[src/sv/pps_pkg.sv]
// shared types and constants for the potentiometer position scaler
`default_nettype none

package pps_pkg;

    localparam int SAMPLE_BITS_DEF = 10;

    localparam int CODE_W = 10;
    localparam int POS_W  = 8;

    // quotient magnitude bits, larger values saturate
    localparam int DIV_STAGES = 3;
    localparam int DIV_STEPS  = 3;
    localparam int Q_W        = DIV_STAGES * DIV_STEPS;

    // remainder width: divisor below 2**CODE_W times 2**Q_W
    localparam int R_W = CODE_W + Q_W;

    // signed sum of offset and quotient
    localparam int VAL_W = Q_W + 2;

    localparam int SHIFT_FULL = 8;
    localparam int SHIFT_HALF = 7;

    localparam logic [CODE_W-1:0] MIN_RESET = 10'd0;
    localparam logic [CODE_W-1:0] MID_RESET = 10'd511;
    localparam logic [CODE_W-1:0] MAX_RESET = 10'd1023;

    localparam logic [POS_W-1:0] POS_MAX    = 8'd255;
    localparam logic [POS_W-1:0] MID_OFFSET = 8'd127;

    localparam int CFG_IDX_W = 4;

    typedef enum logic [CFG_IDX_W-1:0] {
        REG_MIN_CODE    = 4'd0,
        REG_MID_CODE    = 4'd1,
        REG_MAX_CODE    = 4'd2,
        REG_TWO_SEGMENT = 4'd3
    } pps_reg_idx_t;

    typedef struct packed {
        logic              valid;
        logic              zero;
        logic              neg;
        logic              seg_hi;
        logic              ovf;
        logic [CODE_W-1:0] den;
        logic [R_W-1:0]    rem;
        logic [Q_W-1:0]    quo;
    } pps_stage_t;

endpackage

`default_nettype wire

[src/sv/pps_prep.sv]
// front stage: segment selection, signed differences, magnitudes and range check
`default_nettype none

module pps_prep #(
    parameter int SAMPLE_BITS = pps_pkg::SAMPLE_BITS_DEF
) (
    input  wire                       clk,
    input  wire                       rst_n,
    input  wire                       in_valid,
    input  wire [SAMPLE_BITS-1:0]     sample,
    input  wire [pps_pkg::CODE_W-1:0] min_code,
    input  wire [pps_pkg::CODE_W-1:0] mid_code,
    input  wire [pps_pkg::CODE_W-1:0] max_code,
    input  wire                       two_segment,
    output pps_pkg::pps_stage_t       stage_out
);
    import pps_pkg::*;

    localparam int MAG_W  = (SAMPLE_BITS > CODE_W) ? SAMPLE_BITS : CODE_W;
    localparam int DIFF_W = MAG_W + 1;
    localparam int A_W    = (MAG_W + SHIFT_FULL > R_W) ? MAG_W + SHIFT_FULL : R_W;

    logic [MAG_W-1:0]  s_u;
    logic [MAG_W-1:0]  lo_u;
    logic [MAG_W-1:0]  mid_u;
    logic [MAG_W-1:0]  num_base;
    logic [CODE_W-1:0] den_a;
    logic [CODE_W-1:0] den_b;
    logic              half;
    logic              seg_hi;
    logic [DIFF_W-1:0] diff;
    logic [DIFF_W-1:0] diff_neg;
    logic [CODE_W:0]   den;
    logic [CODE_W:0]   den_neg;
    logic [MAG_W-1:0]  mag;
    logic [CODE_W-1:0] den_mag;
    logic [A_W-1:0]    num_abs;
    logic [A_W-1:0]    den_lim;
    pps_stage_t        stage_next;
    pps_stage_t        stage_reg;

    always_comb
    begin
        s_u   = MAG_W'(sample);
        lo_u  = MAG_W'(min_code);
        mid_u = MAG_W'(mid_code);

        // pick the segment and its span
        if (!two_segment)
        begin
            num_base = lo_u;
            den_a    = max_code;
            den_b    = min_code;
            half     = 1'b0;
            seg_hi   = 1'b0;
        end
        else if (s_u < mid_u)
        begin
            num_base = lo_u;
            den_a    = mid_code;
            den_b    = min_code;
            half     = 1'b1;
            seg_hi   = 1'b0;
        end
        else
        begin
            num_base = mid_u;
            den_a    = max_code;
            den_b    = mid_code;
            half     = 1'b1;
            seg_hi   = 1'b1;
        end

        diff     = {1'b0, s_u} - {1'b0, num_base};
        diff_neg = -diff;
        den      = {1'b0, den_a} - {1'b0, den_b};
        den_neg  = -den;
        mag      = diff[DIFF_W-1] ? diff_neg[MAG_W-1:0] : diff[MAG_W-1:0];
        den_mag  = den[CODE_W] ? den_neg[CODE_W-1:0] : den[CODE_W-1:0];

        num_abs = half ? (A_W'(mag) << SHIFT_HALF) : (A_W'(mag) << SHIFT_FULL);
        den_lim = A_W'(den_mag) << Q_W;

        stage_next.valid  = in_valid;
        stage_next.zero   = (den == '0);
        stage_next.neg    = diff[DIFF_W-1] ^ den[CODE_W];
        stage_next.seg_hi = seg_hi;
        // quotient too big for the divider: saturate later
        stage_next.ovf    = (num_abs >= den_lim);
        stage_next.den    = den_mag;
        stage_next.rem    = num_abs[R_W-1:0];
        stage_next.quo    = '0;
    end

    always_ff @(posedge clk or negedge rst_n)
    begin
        if (!rst_n)
        begin
            stage_reg <= '0;
        end
        else
        begin
            stage_reg <= stage_next;
        end
    end

    assign stage_out = stage_reg;

endmodule

`default_nettype wire

[src/sv/pps_div_stage.sv]
// one pipeline stage of the restoring divider, a few quotient bits per stage
`default_nettype none

module pps_div_stage #(
    parameter int FIRST_BIT = pps_pkg::Q_W - 1
) (
    input  wire                 clk,
    input  wire                 rst_n,
    input  pps_pkg::pps_stage_t stage_in,
    output pps_pkg::pps_stage_t stage_out
);
    import pps_pkg::*;

    logic [R_W-1:0] rem;
    logic [R_W-1:0] trial;
    logic [Q_W-1:0] quo;
    pps_stage_t     stage_next;
    pps_stage_t     stage_reg;

    always_comb
    begin
        rem   = stage_in.rem;
        quo   = stage_in.quo;
        trial = '0;
        for (int j = 0; j < DIV_STEPS; j++)
        begin
            trial = R_W'(stage_in.den) << (FIRST_BIT - j);
            if (rem >= trial)
            begin
                rem                = rem - trial;
                quo[FIRST_BIT - j] = 1'b1;
            end
        end
        stage_next     = stage_in;
        stage_next.rem = rem;
        stage_next.quo = quo;
    end

    always_ff @(posedge clk or negedge rst_n)
    begin
        if (!rst_n)
        begin
            stage_reg <= '0;
        end
        else
        begin
            stage_reg <= stage_next;
        end
    end

    assign stage_out = stage_reg;

endmodule

`default_nettype wire

[src/sv/pps_post.sv]
// back stage: sign, segment offset, clamp and result register
`default_nettype none

module pps_post (
    input  wire                      clk,
    input  wire                      rst_n,
    input  pps_pkg::pps_stage_t      stage_in,
    output logic                     done,
    output logic [pps_pkg::POS_W-1:0] position,
    output logic                     zero_span
);
    import pps_pkg::*;

    logic [Q_W-1:0]          q_eff;
    logic signed [VAL_W-1:0] off;
    logic signed [VAL_W-1:0] val;
    logic [POS_W-1:0]        position_next;
    logic                    done_reg;
    logic [POS_W-1:0]        position_reg;
    logic                    zero_span_reg;

    always_comb
    begin
        q_eff = stage_in.ovf ? '1 : stage_in.quo;
        off   = stage_in.seg_hi ? $signed(VAL_W'(MID_OFFSET)) : '0;
        if (stage_in.neg)
        begin
            val = off - $signed(VAL_W'(q_eff));
        end
        else
        begin
            val = off + $signed(VAL_W'(q_eff));
        end

        if (stage_in.zero || val[VAL_W-1])
        begin
            position_next = '0;
        end
        else if (val > $signed(VAL_W'(POS_MAX)))
        begin
            position_next = POS_MAX;
        end
        else
        begin
            position_next = val[POS_W-1:0];
        end
    end

    always_ff @(posedge clk or negedge rst_n)
    begin
        if (!rst_n)
        begin
            done_reg <= 1'b0;
        end
        else
        begin
            done_reg <= stage_in.valid;
        end
    end

    always_ff @(posedge clk)
    begin
        position_reg  <= position_next;
        zero_span_reg <= stage_in.zero;
    end

    assign done      = done_reg;
    assign position  = position_reg;
    assign zero_span = zero_span_reg;

endmodule

`default_nettype wire

[src/sv/pot_position_scaler_unit.sv]
// top level of the potentiometer position scaler
//
//  port group        direction  handshake           payload
//  item in           in         start / busy        sample
//  result out        out        done (one cycle)    position, zero_span
//  calibration       in         cfg_write           cfg_index, cfg_data
//
// one item per clock; busy stays low, start may be high every cycle
// done and the result come from the back stage register; an item passes the front stage register,
// three divider stages of three quotient bits each, and then the back stage
// reset clears the pipeline valid bits and loads the default calibration
// the receiver cannot stall: every result is shown for exactly one cycle
`default_nettype none

module pot_position_scaler_unit #(
    parameter int SAMPLE_BITS = pps_pkg::SAMPLE_BITS_DEF
) (
    input  wire                          clk,
    input  wire                          rst_n,
    input  wire                          start,
    output logic                         busy,
    input  wire [SAMPLE_BITS-1:0]        sample,
    output logic                         done,
    output logic [pps_pkg::POS_W-1:0]    position,
    output logic                         zero_span,
    input  wire                          cfg_write,
    input  wire [pps_pkg::CFG_IDX_W-1:0] cfg_index,
    input  wire [pps_pkg::CODE_W-1:0]    cfg_data
);
    import pps_pkg::*;

    // calibration registers
    logic [CODE_W-1:0] min_code_reg;
    logic [CODE_W-1:0] mid_code_reg;
    logic [CODE_W-1:0] max_code_reg;
    logic              two_segment_reg;

    // pipeline stages: front, divider stages, back
    pps_stage_t        div_stage[DIV_STAGES+1];

    logic              accept;

    // never stalls
    assign busy   = 1'b0;
    assign accept = start && !busy;

    // writes to unused indexes fall through and are ignored
    always_ff @(posedge clk or negedge rst_n)
    begin
        if (!rst_n)
        begin
            min_code_reg    <= MIN_RESET;
            mid_code_reg    <= MID_RESET;
            max_code_reg    <= MAX_RESET;
            two_segment_reg <= 1'b0;
        end
        else if (cfg_write)
        begin
            case (cfg_index)
                REG_MIN_CODE:    min_code_reg    <= cfg_data;
                REG_MID_CODE:    mid_code_reg    <= cfg_data;
                REG_MAX_CODE:    max_code_reg    <= cfg_data;
                REG_TWO_SEGMENT: two_segment_reg <= cfg_data[0];
                default:         ;
            endcase
        end
    end

    // segment choice, differences and saturation check
    pps_prep #(
        .SAMPLE_BITS(SAMPLE_BITS)
    ) u_prep (
        .clk        (clk),
        .rst_n      (rst_n),
        .in_valid   (accept),
        .sample     (sample),
        .min_code   (min_code_reg),
        .mid_code   (mid_code_reg),
        .max_code   (max_code_reg),
        .two_segment(two_segment_reg),
        .stage_out  (div_stage[0])
    );

    // divider: highest quotient bits first
    for (genvar g = 0; g < DIV_STAGES; g++)
    begin : g_div
        pps_div_stage #(
            .FIRST_BIT(Q_W - 1 - g * DIV_STEPS)
        ) u_div (
            .clk      (clk),
            .rst_n    (rst_n),
            .stage_in (div_stage[g]),
            .stage_out(div_stage[g+1])
        );
    end

    // sign, offset and clamp into the result register
    pps_post u_post (
        .clk      (clk),
        .rst_n    (rst_n),
        .stage_in (div_stage[DIV_STAGES]),
        .done     (done),
        .position (position),
        .zero_span(zero_span)
    );

endmodule

`default_nettype wire

[config.mk]
export PLATFORM = sky130hd
export DESIGN_NAME = pot_position_scaler_unit
export DESIGN_NICKNAME = d
export VERILOG_FILES = /design/src/sv/pps_pkg.sv /design/src/sv/pps_prep.sv /design/src/sv/pps_div_stage.sv /design/src/sv/pps_post.sv /design/src/sv/pot_position_scaler_unit.sv
export SDC_FILE = /design/constraint.sdc
export NUM_CORES = 1
export LEC_CHECK = 0
export ABC_CLOCK_PERIOD_IN_PS = 8700
export BUFFER_PORTS_ARGS = -buffer_cell sky130_fd_sc_hd__buf_2
export CAP_MARGIN = 20
export CORE_MARGIN = 2
export CORE_UTILIZATION = 31
export DETAILED_ROUTE_END_ITERATION = 6
export GPL_TIMING_DRIVEN = 0
export PLACE_DENSITY = 0.49
export SLEW_MARGIN = 10
export SYNTH_ARGS = -nofsm -noshare
export SYNTH_HDL_FRONTEND = slang
export SYNTH_SLANG_ARGS = --single-unit
[constraint.sdc]
create_clock -name clk -period 8.7 [get_ports clk]
set_clock_uncertainty 0.1 [all_clocks]
set_input_delay 1.74 -clock clk [delete_from_list [all_inputs] [get_ports clk]]
set_output_delay 1.74 -clock clk [all_outputs]
set_load 0.005 [all_outputs]
---- After elaboration in Yosys (flattened, before gate mapping) ----
Index checks and enable logic that the tools add are counted.
cells by class
  bitwise gates (word level) .............. 1
  reductions and logical operators ........ 7
  equality and inequality tests ........... 3
  mux-type cells .......................... 31
  order comparisons ....................... 12
  add/subtract/negate cells ............... 14
operators with widths
  cell                                              number
  19-bit 2-to-1 mux                                 8
  10-bit 2-to-1 mux                                 6
  10-bit by 10-bit subtractor with 11-bit output    2
  10-bit negator                                    2
  19-bit by 10-bit >= comparator with 1-bit output  1
  19-bit by 11-bit >= comparator with 1-bit output  1
  19-bit by 12-bit >= comparator with 1-bit output  1
  19-bit by 13-bit >= comparator with 1-bit output  1
  19-bit by 14-bit >= comparator with 1-bit output  1
  19-bit by 15-bit >= comparator with 1-bit output  1
  19-bit by 16-bit >= comparator with 1-bit output  1
  19-bit by 17-bit >= comparator with 1-bit output  1
  19-bit by 18-bit >= comparator with 1-bit output  1
  19-bit >= comparator                              1
  19-bit by 11-bit subtractor with 19-bit output    1
  19-bit by 12-bit subtractor with 19-bit output    1
  19-bit by 13-bit subtractor with 19-bit output    1
  19-bit by 14-bit subtractor with 19-bit output    1
  19-bit by 15-bit subtractor with 19-bit output    1
  19-bit by 16-bit subtractor with 19-bit output    1
  19-bit by 17-bit subtractor with 19-bit output    1
  19-bit by 18-bit subtractor with 19-bit output    1
  18-bit 2-to-1 mux                                 1
  1-bit 2-to-1 mux                                  12
  15 further kinds                                  19
storage, ports and cells
  output and inout bits ................... 11
  logic and storage cells ................. 104
  flip-flop bits (word level) ............. 166

---- Depth between registers and ports, before layout ----
  depth in word-level cells ............... 8
  depth in mapped cells ................... 36

---- Modules after synthesis ----
Synthesis repeated with hierarchy kept, for this count alone.
second synthesis, totals
  cells, all modules ...................... 1,747
  area total of the unflattened synthesis .. 16,045.4 µm²
by module, submodules not included
  module                           sequential area each (µm²)  area an instance (µm²)  times used  cells an instance
  pps_div_stage at g_div[2].u_div  1,076.0                     3,744.8                 1           403
  pps_prep                         650.6                       3,585.9                 1           472
  pps_div_stage at g_div[1].u_div  1,076.0                     3,358.2                 1           366
  pps_div_stage at g_div[0].u_div  1,076.0                     3,042.9                 1           309
  pot_position_scaler_unit         799.5                       1,244.9                 1           72
  pps_post                         205.2                       1,068.5                 1           125

---- Worst setup path before layout ----
Ideal clock, no wire load.
  kind .................................... input-to-reg
  from .................................... input port sample[1]
  to ...................................... register u_prep.stage_reg, in the netlist u_prep.stage_out[38]
  cell stages on the path ................. 33
  buffers on the path ..................... 2
  arrival time ............................ 7,306 ps
  setup slack ............................. 1,167 ps
  required time ........................... 8,472 ps
  cells stage by stage .................... ha_1 a21o_1 a21o_1 a21o_1 a21o_1 a21o_1 a21o_1 a21oi_1 o21ai_0 clkbuf_1 mux2i_1 fa_1 a21o_1 a21oi_1 o21ai_0 a21oi_1 o21bai_1 a21o_1 a31o_2 clkbuf_1 nor2_1 nor2_1 a221o_1 ha_1 nor2b_1 o21ai_0 nand2b_1 a21oi_1 o21ai_0 nand3_1 nand2_1 o21ai_0 nor3b_1
RTL lines
  item                    RTL line                        source
  start: declaration      pot_position_scaler_unit.sv:22  input wire [SAMPLE_BITS-1:0] sample,
  end signal: assignment  pps_prep.sv:103                 stage_reg <= stage_next;
  end: declaration        pps_prep.sv:40                  pps_stage_t stage_reg;

==> results_dict.tcl <==
set metrics [dict create \
    status "finished clean" \
    cts_tree "done" \
    syn_to_final_growth_pct 12.4 \
    end_kind "flop" \
    maxCapViolations 0 \
    core-area_sq_um 39800 \
    die_w_microns 205 \
    grt.total_usage 0.146 \
    slew_headroom 0.417 \
    syn-instance-count 1380 \
    die-area_sq_um 42100 \
    cts.sinks 149 \
    finalNonFillerCells 1983 \
    rsz0062_at_grt "no" \
    die_h_microns 205 \
    ys_ff_latch 149 \
    worstMarginPinSlew_ns 0.869 \
    min_path_type "flop to flop" \
    setup_viol_count_final 0 \
    gp_congestion 0.812 \
    vias 9903 \
    start_kind "input port" \
    cp.required_ns 8.89 \
    grt_start_max_net_pins 91 \
    io_buffers 37 \
    drt-total-wl_mm 29.5 \
    dp_cells 1945 \
    antennaDiodeCount 0 \
    initial_core_util 0.315 \
    critPathMaxStageDelay_ns 0.48 \
    drt_iter0_drc 507 \
    timing.hold.ws_ns 0.248 \
    clockRootBuffer "clkbuf_16" \
    antenna_found_initial 1 \
    grt_pass1_wl_mm 49.6 \
    yosys_warnings 0 \
    path_class "input port to flop" \
    pin_count 39 \
    crit_fanout 10 \
    nets 1623 \
    period_needed_ns 8.19 \
    place_area_sq_um 13400 \
    fillers 4117 \
    cp_common_cell "a21o_1" \
    num_rows 73 \
    clock_latency_ns 0.43 \
    clk_pin_slew_ns 0.06 \
    synth_top_flop_cell "dfrtp_1" \
    drive_gt1_frac 0.150 \
    max-clock-path-buffers 2 \
    syn_area_sq_um 12500 \
    htree_num_levels 4 \
    largest_register_ffs 82 \
    drc 0 \
    clock.fmax_mhz 122 \
    worst_path_max_delay_cell "fa_1" \
    routedWlPerCell_microns 14.9 \
    yosysUniqueCellTypes 90 \
    via_per_inst 4.99 \
    syn_avg_cell_area_sq_um 9.09 \
    synth_seq_area_share 0.296 \
    synth_fp_nets 1558 \
    synthArstFlopShare 0.940 \
    cp.arrival_ns 8.38 \
    drt_pass1_iterations 5 \
    slew_violations 0 \
    synth_edf_count 0 \
    post-route-util 0.354 \
    grt_pass1_vias 9743 \
    grt_overflow_total 0 \
    ant_nets 0 \
    period_share 0.941 \
    hold_viol_final 0 \
    fin_area_sq_um 14100 \
    post-dp-hpwl_mm 23.7 \
    cts_made_buffers 17 \
]
## placed cells by master, fill, tap and decap left out, types with 7 or more instances in the layout
| cell type | synthesis | final |
|---|---|---|
| ha_1 | 141 | 141 |
| nand4_1 | 8 | 8 |
| o21ai_0 | 86 | 84 |
| nand2_1 | 86 | 86 |
| nand3_1 | 27 | 27 |
| or2_2 | 11 | 11 |
| o21a_1 | 21 | 21 |
| a21boi_0 | 11 | 11 |
| nor2_1 | 87 | 87 |
| xnor2_1 | 55 | 55 |
| nor2b_1 | 20 | 20 |
| dfrtp_1 | 121 | 121 |
| nand2b_1 | 24 | 24 |
| buf_4 | 1 | 9 |
| mux2_2 | 71 | 71 |
| o21bai_1 | 13 | 13 |
| nor3_1 | 38 | 37 |
| dfxtp_1 | 9 | 9 |
| xor2_1 | 30 | 30 |
| nor4_1 | 9 | 9 |
| clkbuf_1 | 15 | 13 |
| mux2i_1 | 29 | 29 |
| buf_2 | 3 | 39 |
| o211ai_1 | 10 | 10 |
| dfstp_2 | 19 | 19 |
| a31oi_1 | 10 | 10 |
| a21oi_1 | 98 | 98 |
| or3_1 | 13 | 13 |
| o31ai_1 | 12 | 12 |
| a211oi_1 | 12 | 11 |
| clkbuf_16 | 0 | 17 |
| inv_1 | 115 | 115 |
| mux2_4 | 7 | 7 |
| a21o_1 | 38 | 38 |
| and3_1 | 10 | 10 |
| fa_1 | 9 | 9 |
## final timing paths
path	startpoint	slack [ns]	to	depth (start not counted)
max in group asynchronous	rst_n	6.52	g_div[1].u_div.stage_out[19]$_DFF_PN0_	2
min	g_div[1].u_div.stage_out[6]$_DFF_PN0_	0.25	g_div[2].u_div.stage_out[6]$_DFF_PN0_	0
min in group asynchronous	rst_n	1.16	min_code_reg[2]$_DFFE_PN0P_	1
max reg2reg	g_div[0].u_div.stage_out[28]$_DFF_PN0_	0.67	g_div[1].u_div.stage_out[17]$_DFF_PN0_	32
max	sample[1]	0.51	u_prep.stage_out[38]$_DFF_PN0_	32
min reg2reg	g_div[1].u_div.stage_out[6]$_DFF_PN0_	0.25	g_div[2].u_div.stage_out[6]$_DFF_PN0_	0
## area by class of cell
cell class | instances | area [sq um] | area share
tap | 525 | 657 | 0.0466
multi-input combinational | 1092 | 8340 | 0.591
inverter | 116 | 439 | 0.0311
buffer | 23 | 108 | 0.00763
clock inverter | 13 | 138 | 0.00976
timing repair buffer | 46 | 279 | 0.0198
clock buffer | 19 | 443 | 0.0314
sequential | 149 | 3710 | 0.263
## layer usage
metal,global-route usage,part of all wire
met1,0.191,0.48
met2,0.249,0.48
met3,0.0231,0.023
met4,0.0424,0.017
met5,0,0.00044
## kinds of logic (layout without fill, tap and decap cells)
| kind of cell | after synthesis | count (layout) | synth area share |
|---|---|---|---|
| other | 1 | 1 | 0.000299 |
| xor gates and xnor gates | 85 | 85 | 0.0593 |
| DFF | 149 | 149 | 0.296 |
| and+or+nand+nor | 367 | 367 | 0.149 |
| muxes | 108 | 108 | 0.0961 |
| adders and majority gates | 150 | 150 | 0.155 |
| buffers and inverters | 139 | 217 | 0.0428 |
| AOI/OAI and AO/OA | 381 | 381 | 0.201 |
## cells in the mapped netlist (9+ instances only)
master | number | area share
fa_1 | 9 | 0.014
mux2_2 | 71 | 0.064
dfstp_2 | 19 | 0.040
mux2i_1 | 29 | 0.023
nand2b_1 | 24 | 0.012
xnor2_1 | 55 | 0.038
inv_1 | 115 | 0.034
ha_1 | 141 | 0.14
o211ai_1 | 10 | 0.0060
dfrtp_1 | 121 | 0.24
a21o_1 | 38 | 0.023
a21oi_1 | 98 | 0.039
or2_2 | 11 | 0.0055
nor3_1 | 38 | 0.015
xor2_1 | 30 | 0.021
or3_1 | 13 | 0.0065
nor4_1 | 9 | 0.0045
nand3_1 | 27 | 0.011
a31oi_1 | 10 | 0.0050
nand2_1 | 86 | 0.026
o21a_1 | 21 | 0.013
o21ai_0 | 86 | 0.034
nor2b_1 | 20 | 0.010
clkbuf_1 | 15 | 0.0045
o31ai_1 | 12 | 0.0072
nor2_1 | 87 | 0.026
a211oi_1 | 12 | 0.0072
a21boi_0 | 11 | 0.0066
and3_1 | 10 | 0.0050
dfxtp_1 | 9 | 0.014
o21bai_1 | 13 | 0.0078
## critical path: cells and delay by family
kind	cells	cell delay, ns
buffers and inverters	3	0.64
adder cells (fa/ha/maj)	3	1.07
multiplexers	1	0.25
AND/OR/NAND/NOR	6	0.67
AO/OA/AOI/OAI	19	3.98
## repair_timing
item	in CTS	in global routing
buffers inserted	0	6
resized for setup	0	16
hold buffers	0	0
endpoints found under the hold margin	0	0
pin swaps	1	2
endpoints found under the setup margin	7	22
## metrics by stage
stage          setup WS [ns]  TNS (ns)
4_1_cts                0.113         0
2_1_floorplan           1.17         0
3_5_place_dp          -0.126    -0.126
5_1_grt               0.0286         0
3_3_place_gp          -0.448    -0.448
6_report               0.509         0
Power is left out: the tool's default activity adds up to more than one toggle a clock period on the data nets, which glitch-free logic cannot reach.
